<file path="src/rtl/dns_message_parser_top_macros.svh">
// dns message parser assertion macros
// used by rtl modules that carry clk_i and rst_ni
`ifndef DNS_MESSAGE_PARSER_TOP_MACROS_SVH
`define DNS_MESSAGE_PARSER_TOP_MACROS_SVH

// property checked at every rising clock edge outside reset
`define DMP_ASSERT(lbl, prop, msg) \
  lbl: assert property (@(posedge clk_i) disable iff (!rst_ni) (prop)) else $error(msg);

// condition that must never hold
`define DMP_ASSERT_NEVER(lbl, cond, msg) \
  `DMP_ASSERT(lbl, !(cond), msg)

`endif

</file>
<file path="src/rtl/dmp_pkg.sv">
// dns message parser package: stage codes, result kinds, error codes, result type
// no dependencies
`default_nettype none

package dmp_pkg;

  localparam int unsigned MAX_QUERIES_DEF   = 16;
  localparam int unsigned POSITION_BITS_DEF = 16;
  localparam int unsigned OFFSET_BITS       = 14;
  localparam logic [7:0]  DOT_CHAR          = 8'h2E;

  typedef enum logic [6:0] {
    ST_HEADER     = 7'b0000001,
    ST_NAME_LEN   = 7'b0000010,
    ST_NAME_CHARS = 7'b0000100,
    ST_QTAIL      = 7'b0001000,
    ST_AHDR       = 7'b0010000,
    ST_ADATA      = 7'b0100000,
    ST_IDLE       = 7'b1000000
  } stage_e;

  localparam logic [2:0] KIND_HEADER    = 3'd0;
  localparam logic [2:0] KIND_NAME_CHAR = 3'd1;
  localparam logic [2:0] KIND_QUERY_END = 3'd2;
  localparam logic [2:0] KIND_ANS_HDR   = 3'd3;
  localparam logic [2:0] KIND_ANS_DATA  = 3'd4;
  localparam logic [2:0] KIND_DONE      = 3'd5;
  localparam logic [2:0] KIND_ERROR     = 3'd6;

  localparam logic [2:0] ERR_SHORT_HEADER  = 3'd0;
  localparam logic [2:0] ERR_SHORT_NAME    = 3'd1;
  localparam logic [2:0] ERR_SHORT_QUERY   = 3'd2;
  localparam logic [2:0] ERR_SHORT_ANS_HDR = 3'd3;
  localparam logic [2:0] ERR_UNKNOWN_OFS   = 3'd4;
  localparam logic [2:0] ERR_SHORT_DATA    = 3'd5;
  localparam logic [2:0] ERR_TOO_MANY_QRY  = 3'd6;

  typedef struct packed {
    logic [2:0]  kind;
    logic [7:0]  char_or_data;
    logic [3:0]  qry_idx;
    logic [15:0] record_type;
    logic [15:0] record_class;
    logic [31:0] time_to_live;
    logic [15:0] msg_id;
    logic [15:0] header_flags;
    logic [15:0] query_count;
    logic [15:0] answer_count;
    logic [15:0] data_length;
    logic [2:0]  error_code;
  } res_t;

  function automatic res_t res_kind(input logic [2:0] kind);
    res_t r;
    r = '0;
    r.kind = kind;
    return r;
  endfunction

  function automatic res_t res_err(input logic [2:0] code);
    res_t r;
    r = '0;
    r.kind = KIND_ERROR;
    r.error_code = code;
    return r;
  endfunction

endpackage

`default_nettype wire

</file>
<file path="src/rtl/dmp_in_if.sv">
// input channel: one message byte per transaction
// no dependencies
`default_nettype none

interface dmp_in_if;
  logic       valid;
  logic       ready;
  logic [7:0] data_byte;
  logic       last_byte;

  modport source (output valid, output data_byte, output last_byte, input ready);
  modport sink (input valid, input data_byte, input last_byte, output ready);
endinterface

`default_nettype wire

</file>
<file path="src/rtl/dmp_out_if.sv">
// output channel: one parse result per transaction
// no dependencies
`default_nettype none

interface dmp_out_if;
  logic        valid;
  logic        ready;
  logic [2:0]  kind;
  logic [7:0]  char_or_data;
  logic [3:0]  qry_idx;
  logic [15:0] record_type;
  logic [15:0] record_class;
  logic [31:0] time_to_live;
  logic [15:0] msg_id;
  logic [15:0] header_flags;
  logic [15:0] query_count;
  logic [15:0] answer_count;
  logic [15:0] data_length;
  logic [2:0]  error_code;

  modport source (output valid, output kind, output char_or_data, output qry_idx,
                  output record_type, output record_class, output time_to_live,
                  output msg_id, output header_flags, output query_count,
                  output answer_count, output data_length, output error_code,
                  input ready);
  modport sink (input valid, input kind, input char_or_data, input qry_idx,
                input record_type, input record_class, input time_to_live,
                input msg_id, input header_flags, input query_count,
                input answer_count, input data_length, input error_code,
                output ready);
endinterface

`default_nettype wire

</file>
<file path="src/rtl/dns_message_parser_top.sv">
// dns message parser top level: byte parser, offset store, result queue
// depends on dmp_pkg, dmp_in_if, dmp_out_if, dmp_offset_store, dmp_result_queue
//
//  channel  dir  payload                         transaction
//  in_i     in   data_byte, last_byte            valid & ready
//  out_o    out  kind .. error_code (12 fields)  valid & ready
//
//  one byte per cycle while the result queue has room; each byte yields zero, one or two results
//  results go into a four entry queue; input is held off while fewer than two slots are free
//  offset match runs against the stored offsets in parallel, registered once per cycle
//  reset clears all control state; the offset store needs no clearing
`default_nettype none

module dns_message_parser_top
  import dmp_pkg::*;
#(
  parameter int unsigned MaxQueries   = MAX_QUERIES_DEF,
  parameter int unsigned PositionBits = POSITION_BITS_DEF
) (
  input  wire logic clk_i,
  input  wire logic rst_ni,
  dmp_in_if.sink    in_i,
  dmp_out_if.source out_o
);

  `include "dns_message_parser_top_macros.svh"

  localparam int unsigned IdxW = (MaxQueries > 1) ? $clog2(MaxQueries) : 1;

  stage_e                  st_q, st_d;
  logic [PositionBits-1:0] pos_q, pos_d;
  logic [15:0]             qa_q, qa_d, aa_q, aa_d, rc_q, rc_d, bl_q, bl_d, po_q, po_d;
  logic [63:0]             g_q, g_d;
  logic                    ns_q, ns_d;
  logic [3:0]              fs_q, fs_d;

  logic        in_fire, room, last, nm;
  logic [7:0]  b;
  logic        p_v, t_v;
  res_t        p, t;
  logic        wr_en;
  logic        found;
  logic [IdxW-1:0] hit;

  assign in_fire    = in_i.valid & in_i.ready;
  assign in_i.ready = room;
  assign b          = in_i.data_byte;
  assign last       = in_i.last_byte;

  always_comb begin
    st_d  = st_q;
    pos_d = (pos_q != '1) ? pos_q + 1'b1 : pos_q;
    qa_d  = qa_q;
    aa_d  = aa_q;
    rc_d  = rc_q;
    bl_d  = bl_q;
    po_d  = po_q;
    g_d   = g_q;
    ns_d  = ns_q;
    fs_d  = fs_q;
    p_v   = 1'b0;
    p     = '0;
    t_v   = 1'b0;
    t     = '0;
    wr_en = 1'b0;
    nm    = 1'b0;

    case (st_q)
      ST_HEADER: begin
        if (pos_q < PositionBits'(4)) begin
          g_d = {32'd0, g_q[23:0], b};
        end else if (pos_q < PositionBits'(6)) begin
          qa_d = {qa_q[7:0], b};
        end else if (pos_q < PositionBits'(8)) begin
          aa_d = {aa_q[7:0], b};
        end
        if (pos_q >= PositionBits'(11)) begin
          p_v            = 1'b1;
          p              = res_kind(KIND_HEADER);
          p.msg_id       = g_q[31:16];
          p.header_flags = g_q[15:0];
          p.query_count  = qa_q;
          p.answer_count = aa_q;
          rc_d           = '0;
          if (qa_q > 16'(MaxQueries)) begin
            t_v = 1'b1;
            t   = res_err(ERR_TOO_MANY_QRY);
          end else if (qa_q != '0) begin
            st_d = ST_NAME_LEN;
            ns_d = 1'b0;
            if (last) begin
              t_v = 1'b1;
              t   = res_err(ERR_SHORT_NAME);
            end
          end else if (aa_q == '0) begin
            t_v = 1'b1;
            t   = res_kind(KIND_DONE);
          end else begin
            st_d = ST_AHDR;
            fs_d = '0;
            if (last) begin
              t_v = 1'b1;
              t   = res_err(ERR_SHORT_ANS_HDR);
            end
          end
        end else if (last) begin
          t_v = 1'b1;
          t   = res_err(ERR_SHORT_HEADER);
        end
      end
      ST_NAME_LEN: begin
        wr_en = !ns_q && (rc_q < 16'(MaxQueries));
        if (b == 8'd0) begin
          ns_d = 1'b0;
          st_d = ST_QTAIL;
          fs_d = '0;
          if (last) begin
            t_v = 1'b1;
            t   = res_err(ERR_SHORT_QUERY);
          end
        end else begin
          if (ns_q) begin
            p_v            = 1'b1;
            p              = res_kind(KIND_NAME_CHAR);
            p.char_or_data = DOT_CHAR;
          end
          ns_d = 1'b1;
          bl_d = {8'd0, b};
          st_d = ST_NAME_CHARS;
          if (last) begin
            t_v = 1'b1;
            t   = res_err(ERR_SHORT_NAME);
          end
        end
      end
      ST_NAME_CHARS: begin
        p_v            = 1'b1;
        p              = res_kind(KIND_NAME_CHAR);
        p.char_or_data = b;
        bl_d           = (bl_q != '0) ? bl_q - 16'd1 : bl_q;
        if (bl_d == '0) begin
          st_d = ST_NAME_LEN;
          if (last) begin
            t_v = 1'b1;
            t   = res_err(ERR_SHORT_QUERY);
          end
        end else if (last) begin
          t_v = 1'b1;
          t   = res_err(ERR_SHORT_NAME);
        end
      end
      ST_QTAIL: begin
        g_d  = {32'd0, g_q[23:0], b};
        fs_d = fs_q + 4'd1;
        if (fs_d >= 4'd4) begin
          p_v            = 1'b1;
          p              = res_kind(KIND_QUERY_END);
          p.qry_idx      = rc_q[3:0];
          p.record_type  = g_d[31:16];
          p.record_class = g_d[15:0];
          rc_d           = rc_q + 16'd1;
          if (rc_d >= qa_q) begin
            rc_d = '0;
            if (aa_q == '0) begin
              t_v = 1'b1;
              t   = res_kind(KIND_DONE);
            end else begin
              st_d = ST_AHDR;
              fs_d = '0;
              if (last) begin
                t_v = 1'b1;
                t   = res_err(ERR_SHORT_ANS_HDR);
              end
            end
          end else begin
            st_d = ST_NAME_LEN;
            ns_d = 1'b0;
            if (last) begin
              t_v = 1'b1;
              t   = res_err(ERR_SHORT_NAME);
            end
          end
        end else if (last) begin
          t_v = 1'b1;
          t   = res_err(ERR_SHORT_QUERY);
        end
      end
      ST_AHDR: begin
        if (fs_q < 4'd2) begin
          po_d = {po_q[7:0], b};
        end else if (fs_q < 4'd10) begin
          g_d = {g_q[55:0], b};
        end else begin
          bl_d = {bl_q[7:0], b};
        end
        fs_d = fs_q + 4'd1;
        if (fs_d >= 4'd12) begin
          if (!found) begin
            t_v = 1'b1;
            t   = res_err(ERR_UNKNOWN_OFS);
          end else begin
            p_v            = 1'b1;
            p              = res_kind(KIND_ANS_HDR);
            p.qry_idx      = 4'(hit);
            p.record_type  = g_d[63:48];
            p.record_class = g_d[47:32];
            p.time_to_live = g_d[31:0];
            p.data_length  = bl_d;
            if (bl_d == '0) begin
              rc_d = rc_q + 16'd1;
              if (rc_d >= aa_q) begin
                t_v = 1'b1;
                t   = res_kind(KIND_DONE);
              end else begin
                fs_d = '0;
                if (last) begin
                  t_v = 1'b1;
                  t   = res_err(ERR_SHORT_ANS_HDR);
                end
              end
            end else begin
              st_d = ST_ADATA;
              if (last) begin
                t_v = 1'b1;
                t   = res_err(ERR_SHORT_DATA);
              end
            end
          end
        end else if (last) begin
          t_v = 1'b1;
          t   = res_err(ERR_SHORT_ANS_HDR);
        end
      end
      ST_ADATA: begin
        p_v            = 1'b1;
        p              = res_kind(KIND_ANS_DATA);
        p.char_or_data = b;
        bl_d           = (bl_q != '0) ? bl_q - 16'd1 : bl_q;
        if (bl_d == '0) begin
          rc_d = rc_q + 16'd1;
          if (rc_d >= aa_q) begin
            t_v = 1'b1;
            t   = res_kind(KIND_DONE);
          end else begin
            st_d = ST_AHDR;
            fs_d = '0;
            if (last) begin
              t_v = 1'b1;
              t   = res_err(ERR_SHORT_ANS_HDR);
            end
          end
        end else if (last) begin
          t_v = 1'b1;
          t   = res_err(ERR_SHORT_DATA);
        end
      end
      default: begin
        nm = last;
      end
    endcase

    // done or error closes the message
    if (t_v) begin
      if (last) begin
        nm = 1'b1;
      end else begin
        st_d = ST_IDLE;
      end
    end

    if (nm) begin
      st_d  = ST_HEADER;
      pos_d = '0;
      qa_d  = '0;
      aa_d  = '0;
      rc_d  = '0;
      bl_d  = '0;
      g_d   = '0;
      ns_d  = 1'b0;
      fs_d  = '0;
      po_d  = '0;
    end
  end

  always_ff @(posedge clk_i or negedge rst_ni) begin
    if (!rst_ni) begin
      st_q  <= ST_HEADER;
      pos_q <= '0;
      qa_q  <= '0;
      aa_q  <= '0;
      rc_q  <= '0;
      bl_q  <= '0;
      g_q   <= '0;
      ns_q  <= 1'b0;
      fs_q  <= '0;
      po_q  <= '0;
    end else if (in_fire) begin
      st_q  <= st_d;
      pos_q <= pos_d;
      qa_q  <= qa_d;
      aa_q  <= aa_d;
      rc_q  <= rc_d;
      bl_q  <= bl_d;
      g_q   <= g_d;
      ns_q  <= ns_d;
      fs_q  <= fs_d;
      po_q  <= po_d;
    end
  end

  dmp_offset_store #(
    .MaxQueries (MaxQueries),
    .IdxW       (IdxW)
  ) u_ofs (
    .clk_i    (clk_i),
    .rst_ni   (rst_ni),
    .wr_en_i  (in_fire & wr_en),
    .wr_idx_i (rc_q[IdxW-1:0]),
    .wr_ofs_i (OFFSET_BITS'(pos_q)),
    .key_i    (po_q[OFFSET_BITS-1:0]),
    .limit_i  (qa_q),
    .found_o  (found),
    .hit_o    (hit)
  );

  dmp_result_queue u_rq (
    .clk_i   (clk_i),
    .rst_ni  (rst_ni),
    .push0_i (in_fire & (p_v | t_v)),
    .push1_i (in_fire & p_v & t_v),
    .res0_i  (p_v ? p : t),
    .res1_i  (t),
    .room_o  (room),
    .out_o   (out_o)
  );

  `DMP_ASSERT(a_idle_holds, in_fire && st_q == ST_IDLE && !last |=> st_q == ST_IDLE,
              "left idle before message end")
  `DMP_ASSERT(a_close_stage, in_fire && t_v |=> (st_q == ST_IDLE || st_q == ST_HEADER),
              "message not closed after done or error")
  `DMP_ASSERT(a_pos_grows, in_fire && !nm |=> pos_q >= $past(pos_q),
              "byte position went back inside a message")

endmodule

`default_nettype wire

</file>
<file path="src/rtl/dmp_offset_store.sv">
// query name offset store with parallel match against an answer offset
// depends on dmp_pkg
`default_nettype none

module dmp_offset_store
  import dmp_pkg::*;
#(
  parameter int unsigned MaxQueries = MAX_QUERIES_DEF,
  parameter int unsigned IdxW = (MaxQueries > 1) ? $clog2(MaxQueries) : 1
) (
  input  wire logic                   clk_i,
  input  wire logic                   rst_ni,
  input  wire logic                   wr_en_i,
  input  wire logic [IdxW-1:0]        wr_idx_i,
  input  wire logic [OFFSET_BITS-1:0] wr_ofs_i,
  input  wire logic [OFFSET_BITS-1:0] key_i,
  input  wire logic [15:0]            limit_i,
  output logic                        found_o,
  output logic [IdxW-1:0]             hit_o
);

  logic [OFFSET_BITS-1:0] mem [MaxQueries];
  logic                   found_d, found_q;
  logic [IdxW-1:0]        hit_d, hit_q;

  always_ff @(posedge clk_i) begin
    if (wr_en_i) begin
      mem[wr_idx_i] <= wr_ofs_i;
    end
  end

  // lowest matching index wins
  always_comb begin
    found_d = 1'b0;
    hit_d   = '0;
    for (int i = MaxQueries - 1; i >= 0; i--) begin
      if (mem[i] == key_i && 17'(i) < {1'b0, limit_i}) begin
        found_d = 1'b1;
        hit_d   = IdxW'(i);
      end
    end
  end

  always_ff @(posedge clk_i or negedge rst_ni) begin
    if (!rst_ni) begin
      found_q <= 1'b0;
      hit_q   <= '0;
    end else begin
      found_q <= found_d;
      hit_q   <= hit_d;
    end
  end

  assign found_o = found_q;
  assign hit_o   = hit_q;

endmodule

`default_nettype wire

</file>
<file path="src/rtl/dmp_result_queue.sv">
// four entry result queue taking up to two results per cycle
// depends on dmp_pkg and dmp_out_if
`default_nettype none

module dmp_result_queue
  import dmp_pkg::*;
(
  input  wire logic  clk_i,
  input  wire logic  rst_ni,
  input  wire logic  push0_i,
  input  wire logic  push1_i,
  input  wire res_t  res0_i,
  input  wire res_t  res1_i,
  output logic       room_o,
  dmp_out_if.source  out_o
);

  `include "dns_message_parser_top_macros.svh"

  res_t       mem [4];
  logic [1:0] wptr_q, wptr_d, rptr_q, rptr_d;
  logic [2:0] cnt_q, cnt_d;
  logic       pop;
  res_t       head;

  assign pop  = out_o.valid & out_o.ready;
  assign head = mem[rptr_q];

  always_comb begin
    wptr_d = wptr_q + 2'(push0_i) + 2'(push1_i);
    rptr_d = rptr_q + 2'(pop);
    cnt_d  = cnt_q + 3'(push0_i) + 3'(push1_i) - 3'(pop);
  end

  always_ff @(posedge clk_i) begin
    if (push0_i) begin
      mem[wptr_q] <= res0_i;
    end
    if (push1_i) begin
      mem[wptr_q + 2'd1] <= res1_i;
    end
  end

  always_ff @(posedge clk_i or negedge rst_ni) begin
    if (!rst_ni) begin
      wptr_q <= '0;
      rptr_q <= '0;
      cnt_q  <= '0;
    end else begin
      wptr_q <= wptr_d;
      rptr_q <= rptr_d;
      cnt_q  <= cnt_d;
    end
  end

  assign room_o             = (cnt_q <= 3'd2);
  assign out_o.valid        = (cnt_q != 3'd0);
  assign out_o.kind         = head.kind;
  assign out_o.char_or_data = head.char_or_data;
  assign out_o.qry_idx      = head.qry_idx;
  assign out_o.record_type  = head.record_type;
  assign out_o.record_class = head.record_class;
  assign out_o.time_to_live = head.time_to_live;
  assign out_o.msg_id       = head.msg_id;
  assign out_o.header_flags = head.header_flags;
  assign out_o.query_count  = head.query_count;
  assign out_o.answer_count = head.answer_count;
  assign out_o.data_length  = head.data_length;
  assign out_o.error_code   = head.error_code;

  `DMP_ASSERT_NEVER(a_q_overflow, cnt_q > 3'd4, "result queue overflow")
  `DMP_ASSERT(a_q_push_order, push1_i |-> push0_i, "second result pushed alone")
  `DMP_ASSERT(a_q_ptr_gap, ({1'b0, wptr_q - rptr_q} == cnt_q) || (cnt_q == 3'd4 && wptr_q == rptr_q),
              "queue pointers disagree with count")

endmodule

`default_nettype wire

</file>
<file path="src/flat_wrapper.sv">
// flat-port wrapper written by rule: the top's interface ports become plain ports
module dns_message_parser_top_flat import dmp_pkg::*;
#(
  parameter int unsigned MaxQueries   = MAX_QUERIES_DEF,
  parameter int unsigned PositionBits = POSITION_BITS_DEF
)
  (clk_i, rst_ni, in_i_valid, in_i_data_byte, in_i_last_byte, in_i_ready, out_o_valid, out_o_kind, out_o_char_or_data, out_o_qry_idx, out_o_record_type, out_o_record_class, out_o_time_to_live, out_o_msg_id, out_o_header_flags, out_o_query_count, out_o_answer_count, out_o_data_length, out_o_error_code, out_o_ready);
  dmp_in_if in_i_i ();
  dmp_out_if out_o_i ();
  input  wire logic clk_i;
  input  wire logic rst_ni;
  input wire logic [$bits(in_i_i.valid)-1:0] in_i_valid;
  input wire logic [$bits(in_i_i.data_byte)-1:0] in_i_data_byte;
  input wire logic [$bits(in_i_i.last_byte)-1:0] in_i_last_byte;
  output wire logic [$bits(in_i_i.ready)-1:0] in_i_ready;
  output wire logic [$bits(out_o_i.valid)-1:0] out_o_valid;
  output wire logic [$bits(out_o_i.kind)-1:0] out_o_kind;
  output wire logic [$bits(out_o_i.char_or_data)-1:0] out_o_char_or_data;
  output wire logic [$bits(out_o_i.qry_idx)-1:0] out_o_qry_idx;
  output wire logic [$bits(out_o_i.record_type)-1:0] out_o_record_type;
  output wire logic [$bits(out_o_i.record_class)-1:0] out_o_record_class;
  output wire logic [$bits(out_o_i.time_to_live)-1:0] out_o_time_to_live;
  output wire logic [$bits(out_o_i.msg_id)-1:0] out_o_msg_id;
  output wire logic [$bits(out_o_i.header_flags)-1:0] out_o_header_flags;
  output wire logic [$bits(out_o_i.query_count)-1:0] out_o_query_count;
  output wire logic [$bits(out_o_i.answer_count)-1:0] out_o_answer_count;
  output wire logic [$bits(out_o_i.data_length)-1:0] out_o_data_length;
  output wire logic [$bits(out_o_i.error_code)-1:0] out_o_error_code;
  input wire logic [$bits(out_o_i.ready)-1:0] out_o_ready;
  assign in_i_i.valid = in_i_valid;
  assign in_i_i.data_byte = in_i_data_byte;
  assign in_i_i.last_byte = in_i_last_byte;
  assign in_i_ready = in_i_i.ready;
  assign out_o_valid = out_o_i.valid;
  assign out_o_kind = out_o_i.kind;
  assign out_o_char_or_data = out_o_i.char_or_data;
  assign out_o_qry_idx = out_o_i.qry_idx;
  assign out_o_record_type = out_o_i.record_type;
  assign out_o_record_class = out_o_i.record_class;
  assign out_o_time_to_live = out_o_i.time_to_live;
  assign out_o_msg_id = out_o_i.msg_id;
  assign out_o_header_flags = out_o_i.header_flags;
  assign out_o_query_count = out_o_i.query_count;
  assign out_o_answer_count = out_o_i.answer_count;
  assign out_o_data_length = out_o_i.data_length;
  assign out_o_error_code = out_o_i.error_code;
  assign out_o_i.ready = out_o_ready;
  dns_message_parser_top #(.MaxQueries(MaxQueries), .PositionBits(PositionBits)) u_core (.clk_i(clk_i), .rst_ni(rst_ni), .in_i(in_i_i), .out_o(out_o_i));
endmodule
</file>
<file path="config.mk">
export PLATFORM = sky130hd
export DESIGN_NAME = dns_message_parser_top_flat
export DESIGN_NICKNAME = d
export VERILOG_FILES = /design/src/rtl/dmp_pkg.sv /design/src/rtl/dmp_in_if.sv /design/src/rtl/dmp_out_if.sv /design/src/rtl/dns_message_parser_top.sv /design/src/rtl/dmp_offset_store.sv /design/src/rtl/dmp_result_queue.sv /design/src/flat_wrapper.sv
export VERILOG_INCLUDE_DIRS = /design/src /design/src/rtl
export SDC_FILE = /design/constraint.sdc
export NUM_CORES = 2
export LEC_CHECK = 0
export BUFFER_PORTS_ARGS = -buffer_cell sky130_fd_sc_hd__buf_2
export CORE_MARGIN = 8
export CORE_UTILIZATION = 56
export CTS_CLUSTER_SIZE = 12
export DETAILED_ROUTE_END_ITERATION = 7
export PLACE_DENSITY = 0.8
export SLEW_MARGIN = 20
export SYNTH_ARGS = -nofsm -noshare
export SYNTH_HDL_FRONTEND = slang
export SYNTH_SLANG_ARGS = --single-unit
</file>
<file path="constraint.sdc">
create_clock -name clk_i -period 4.9 [get_ports clk_i]
set_input_delay 0.98 -clock clk_i [delete_from_list [all_inputs] [get_ports clk_i]]
set_output_delay 0.98 -clock clk_i [all_outputs]
set_load 0.05 [all_outputs]
</file>
==> reports/qor.yml <==
synth:
  syn_nets: 3808
  post-synth-top-count-cell: "dfxtp_1"
  synth_top_area_share_pct: 27.5
  synth_top_family_by_area: "compound AO/OA/AOI/OAI gates"
  synth_compound_area_share_pct: 20.3
  synth_area_per_cell_um2: 12.1
  netlist_area_um2: 45500
  synthTopCellsByCount: "624 x dfxtp_1, 431 x a22o_1, 272 x a32o_1"
  synth_edf_count: 248
  yosysSeqAreaShare_pct: 53.8
  synth_xor_area_share_pct: 4.87
  ys_warn_count: 0
  synthArstFlopShare_pct: 17.3
  synthMuxAreaShare_pct: 8.25
  synthFlopType: "dfxtp_1"
  synth-simple-area-share_pct: 7.42
  ys_top_cells_by_area: "dfxtp_1 27%, edfxtp_1 16%, dfrtp_1 10%"
  synth_top_cell_by_area: "dfxtp_1"
  syn_inst: 3750
  ys_ff_latch: 1054
  synthAdderAreaFrac_pct: 1.29
  synth.distinct_cells: 94
power_and_ir_drop:
  ir_worst_vdd_mv: 0.384
  p_per_area_nw_per_um2: 476
  leakagePower_nw: 19.6
clock_tree:
  numCtsBuffers: 106
  clkLatencyLatePin_ns: 0.72
  clock-sinks: 1054
  path_clk_slew_ns: 0.07
  clock-root-buffer: "clkbuf_16"
  cts_tree: "done"
  clk_path_buf_depth: 3
  htreeDepth: 3
sta:
  rsz0062_at_grt: "yes"
  setup_viol: 2
  relSlewSlack_pct: 16.3
  period_minus_slack_ns: 4.93
  worstMarginPinSlew_ns: 1.26
  setup_slack_ns: -0.0300
  finClkSkew_ns: 0.0885
  hold_viol_final: 0
  max_freq_mhz: 203
  slew_viol_final: 0
  fin_crit_sh_pct: 101
drt:
  vias: 34436
  first_pass_iters: 6
  vias_per_cell: 6.97
  postRouteAntennaNets: 0
  routed_wl_mm: 135
  initialDrtViolationCount: 4246
  wl_per_cell_um: 27.3
  drc: 0
placed_design:
  placed_cell_area_um2: 47500
  pre_cts_ws_ns: -0.144
  gp_congestion: 0.977
  io_buffers: 176
  hpwl_mm: 81.1
worst_setup_path:
  critPathRequiredTime_ns: 5.42
  cp.depth: 21
  crit_path_start: "u_core.rc_q[1]"
  critPathBufInv: 3
  critPathArrivalTime_ns: 5.45
  cp_common_cell: "and3_4"
  reg2reg_depth: 21
  crit_slowest_cell: "a2111o_1"
  crit_path_max_fanout: 4
  endpoint: "u_core.u_rq.cnt_q[2]"
  slowest_delay_ns: 0.43
  start_kind: "flip-flop"
  reg2reg_from: "u_core.rc_q[1]"
  ff2ff_setup_slack_ns: -0.03
  path_cells: "buf_4 -> nand3_1 -> nor2_2 -> and3_4 -> and3_4 -> and3_4 -> buf_4 -> xor2_1 -> ha_1 -> and4_1 -> a2111o_1 -> o32ai_4 -> nor4_2 -> a211oi_2 -> a21oi_4 -> nand2_2 -> ha_1 -> inv_1 -> fa_2 -> fa_2 -> xnor2_1"
  r2r_end: "u_core.u_rq.cnt_q[2]"
  critPathKind: "reg2reg"
  end_kind: "flip-flop"
  path_delay_family: "compound AO/OA/AOI/OAI gates"
cells_and_area:
  drive_above_1_share_pct: 18.4
  finish.instance_area_um2: 51200
  post-route-util_pct: 63.6
  fillers: 5871
  areaGrowthSynthToFinish_pct: 12.5
  final_nets: 3863
global_routing:
  grt_overflow: 0
  grt_usage_pct: 28.4
  grt_pass1_vias: 33164
  antenna_found_initial: 7
  grt_max_degree: 189
  grt_pass1_wl_mm: 203
job:
  max-cap-violations: 0
floorplan:
  pin_count: 177
  fp.dieH_um: 301
  chipWidth_um: 301
  std_cell_rows: 104
  die_area_um2: 90600
  coreArea_um2: 80400
  start_util_pct: 56.6
worst_hold_path:
  min_path_type: "in2async"
status:
  status: "finished, violations left"
  violations: "setup timing"
worst min-delay path by stage:
stage,startpoint,to,slack [ns],cells past startpoint
2_1_floorplan,u_core.u_rq.mem[1][152],u_core.u_rq.mem[1][152],0.43,1
3_3_place_gp,u_core.u_rq.mem[1][14],u_core.u_rq.mem[1][14],0.44,1
3_5_place_dp,u_core.u_rq.mem[3][154],u_core.u_rq.mem[3][154],0.45,1
4_1_cts,rst_ni,u_core.qa_q[1],0.46,1
5_1_grt,rst_ni,u_core.qa_q[1],0.25,1
6_report,rst_ni,u_core.qa_q[1],0.23,1
cells in the final DEF, fill, tap and decap left out, drive strengths merged, types with 16 or more instances in the layout:
master   Yosys  layout
and3        16      16
a31oi       23      23
nor2        88      88
nand2      249     249
a21oi      150     150
nand3       42      42
o31ai       16      16
a22o       431     431
mux4       162     162
or4         27      27
a32o       272     272
o2bb2ai     36      36
nor3        37      37
nand4       41      41
dfrtp      181     181
edfxtp     248     248
buf        134     317
clkbuf     239     163
dfxtp      624     624
o21ai       96      96
xor2       145     145
nand2b      21      21
inv         55      59
xnor2      108     108
nor4        57      57
ha          42      42
nor2b       18      18
timing repair:
item,in CTS,in global routing
pin swaps,3,12
buffers inserted,2,9
gates cloned,0,3
hold buffers,0,0
gates resized for setup,6,26
endpoints found under the setup margin,120,277
metal layers:
layer	global-route usage (%)	routed length, um	up-vias
met5	0	13	-
met4	13.1	6860	2
met3	5.42	13000	396
met2	45.1	62800	2036
met1	37.6	52100	17379
li1	-	-	14623
kinds of logic after synthesis:
group / after synthesis
AND/OR/NAND/NOR: 667
XOR/XNOR: 253
adder cells (fa/ha/maj): 45
AO/OA/AOI/OAI: 1131
buffers and inverters: 428
multiplexers: 172
flip-flops: 1054
where the power goes:
group | leakage, nW | internal (mW) | switching (mW)
clock | 1.59 | 4.30 | 3.42
combinational | 8.13 | 2.07 | 4.07
sequential | 9.88 | 9.59 | 0.913
total | 19.6 | 16.0 | 8.40
sequential cells by signal, indices dropped and copies added, names as in the netlist:
signal / count
u_core.rc_q: 16
u_core.u_ofs.found_o: 1
u_core.st_q: 7
u_core.g_q: 64
u_core.u_rq.rptr_q: 2
u_core.qa_q: 16
u_core.pos_q: 16
u_core.aa_q: 16
u_core.po_q: 14
u_core.u_ofs.mem: 224
u_core.ns_q: 1
u_core.u_rq.mem: 648
u_core.u_rq.wptr_q: 2
u_core.fs_q: 4
u_core.bl_q: 16
u_core.u_rq.cnt_q: 3
u_core.u_ofs.hit_o: 4
stage by stage:
step | cells | setup TNS (ns) | hold WS (ns) | power (mW)
2_1_floorplan | 3750 | 0 | 0.427 | 14.5
3_3_place_gp | 4744 | -0.00831 | 0.440 | 16.5
3_5_place_dp | 4744 | -6.35 | 0.446 | 16.6
4_1_cts | 4926 | 0 | 0.460 | 24.2
5_1_grt | 4937 | -3.43 | 0.252 | 25.2
6_report | 4941 | -0.0581 | 0.226 | 24.4
area by class of cell:
cell class,count,area (um^2),area share (%)
Clock inverter,20,259,0.506
Multi-Input combinational cell,2268,19500,38.0
Antenna cell,4,10.0,0.0196
Clock buffer,160,3050,5.96
Tap cell,1060,1330,2.59
Timing Repair Buffer,320,2360,4.61
Sequential cell,1054,24500,47.9
Inverter,55,206,0.403
No activity file was read; power rests on OpenSTA's default activity.
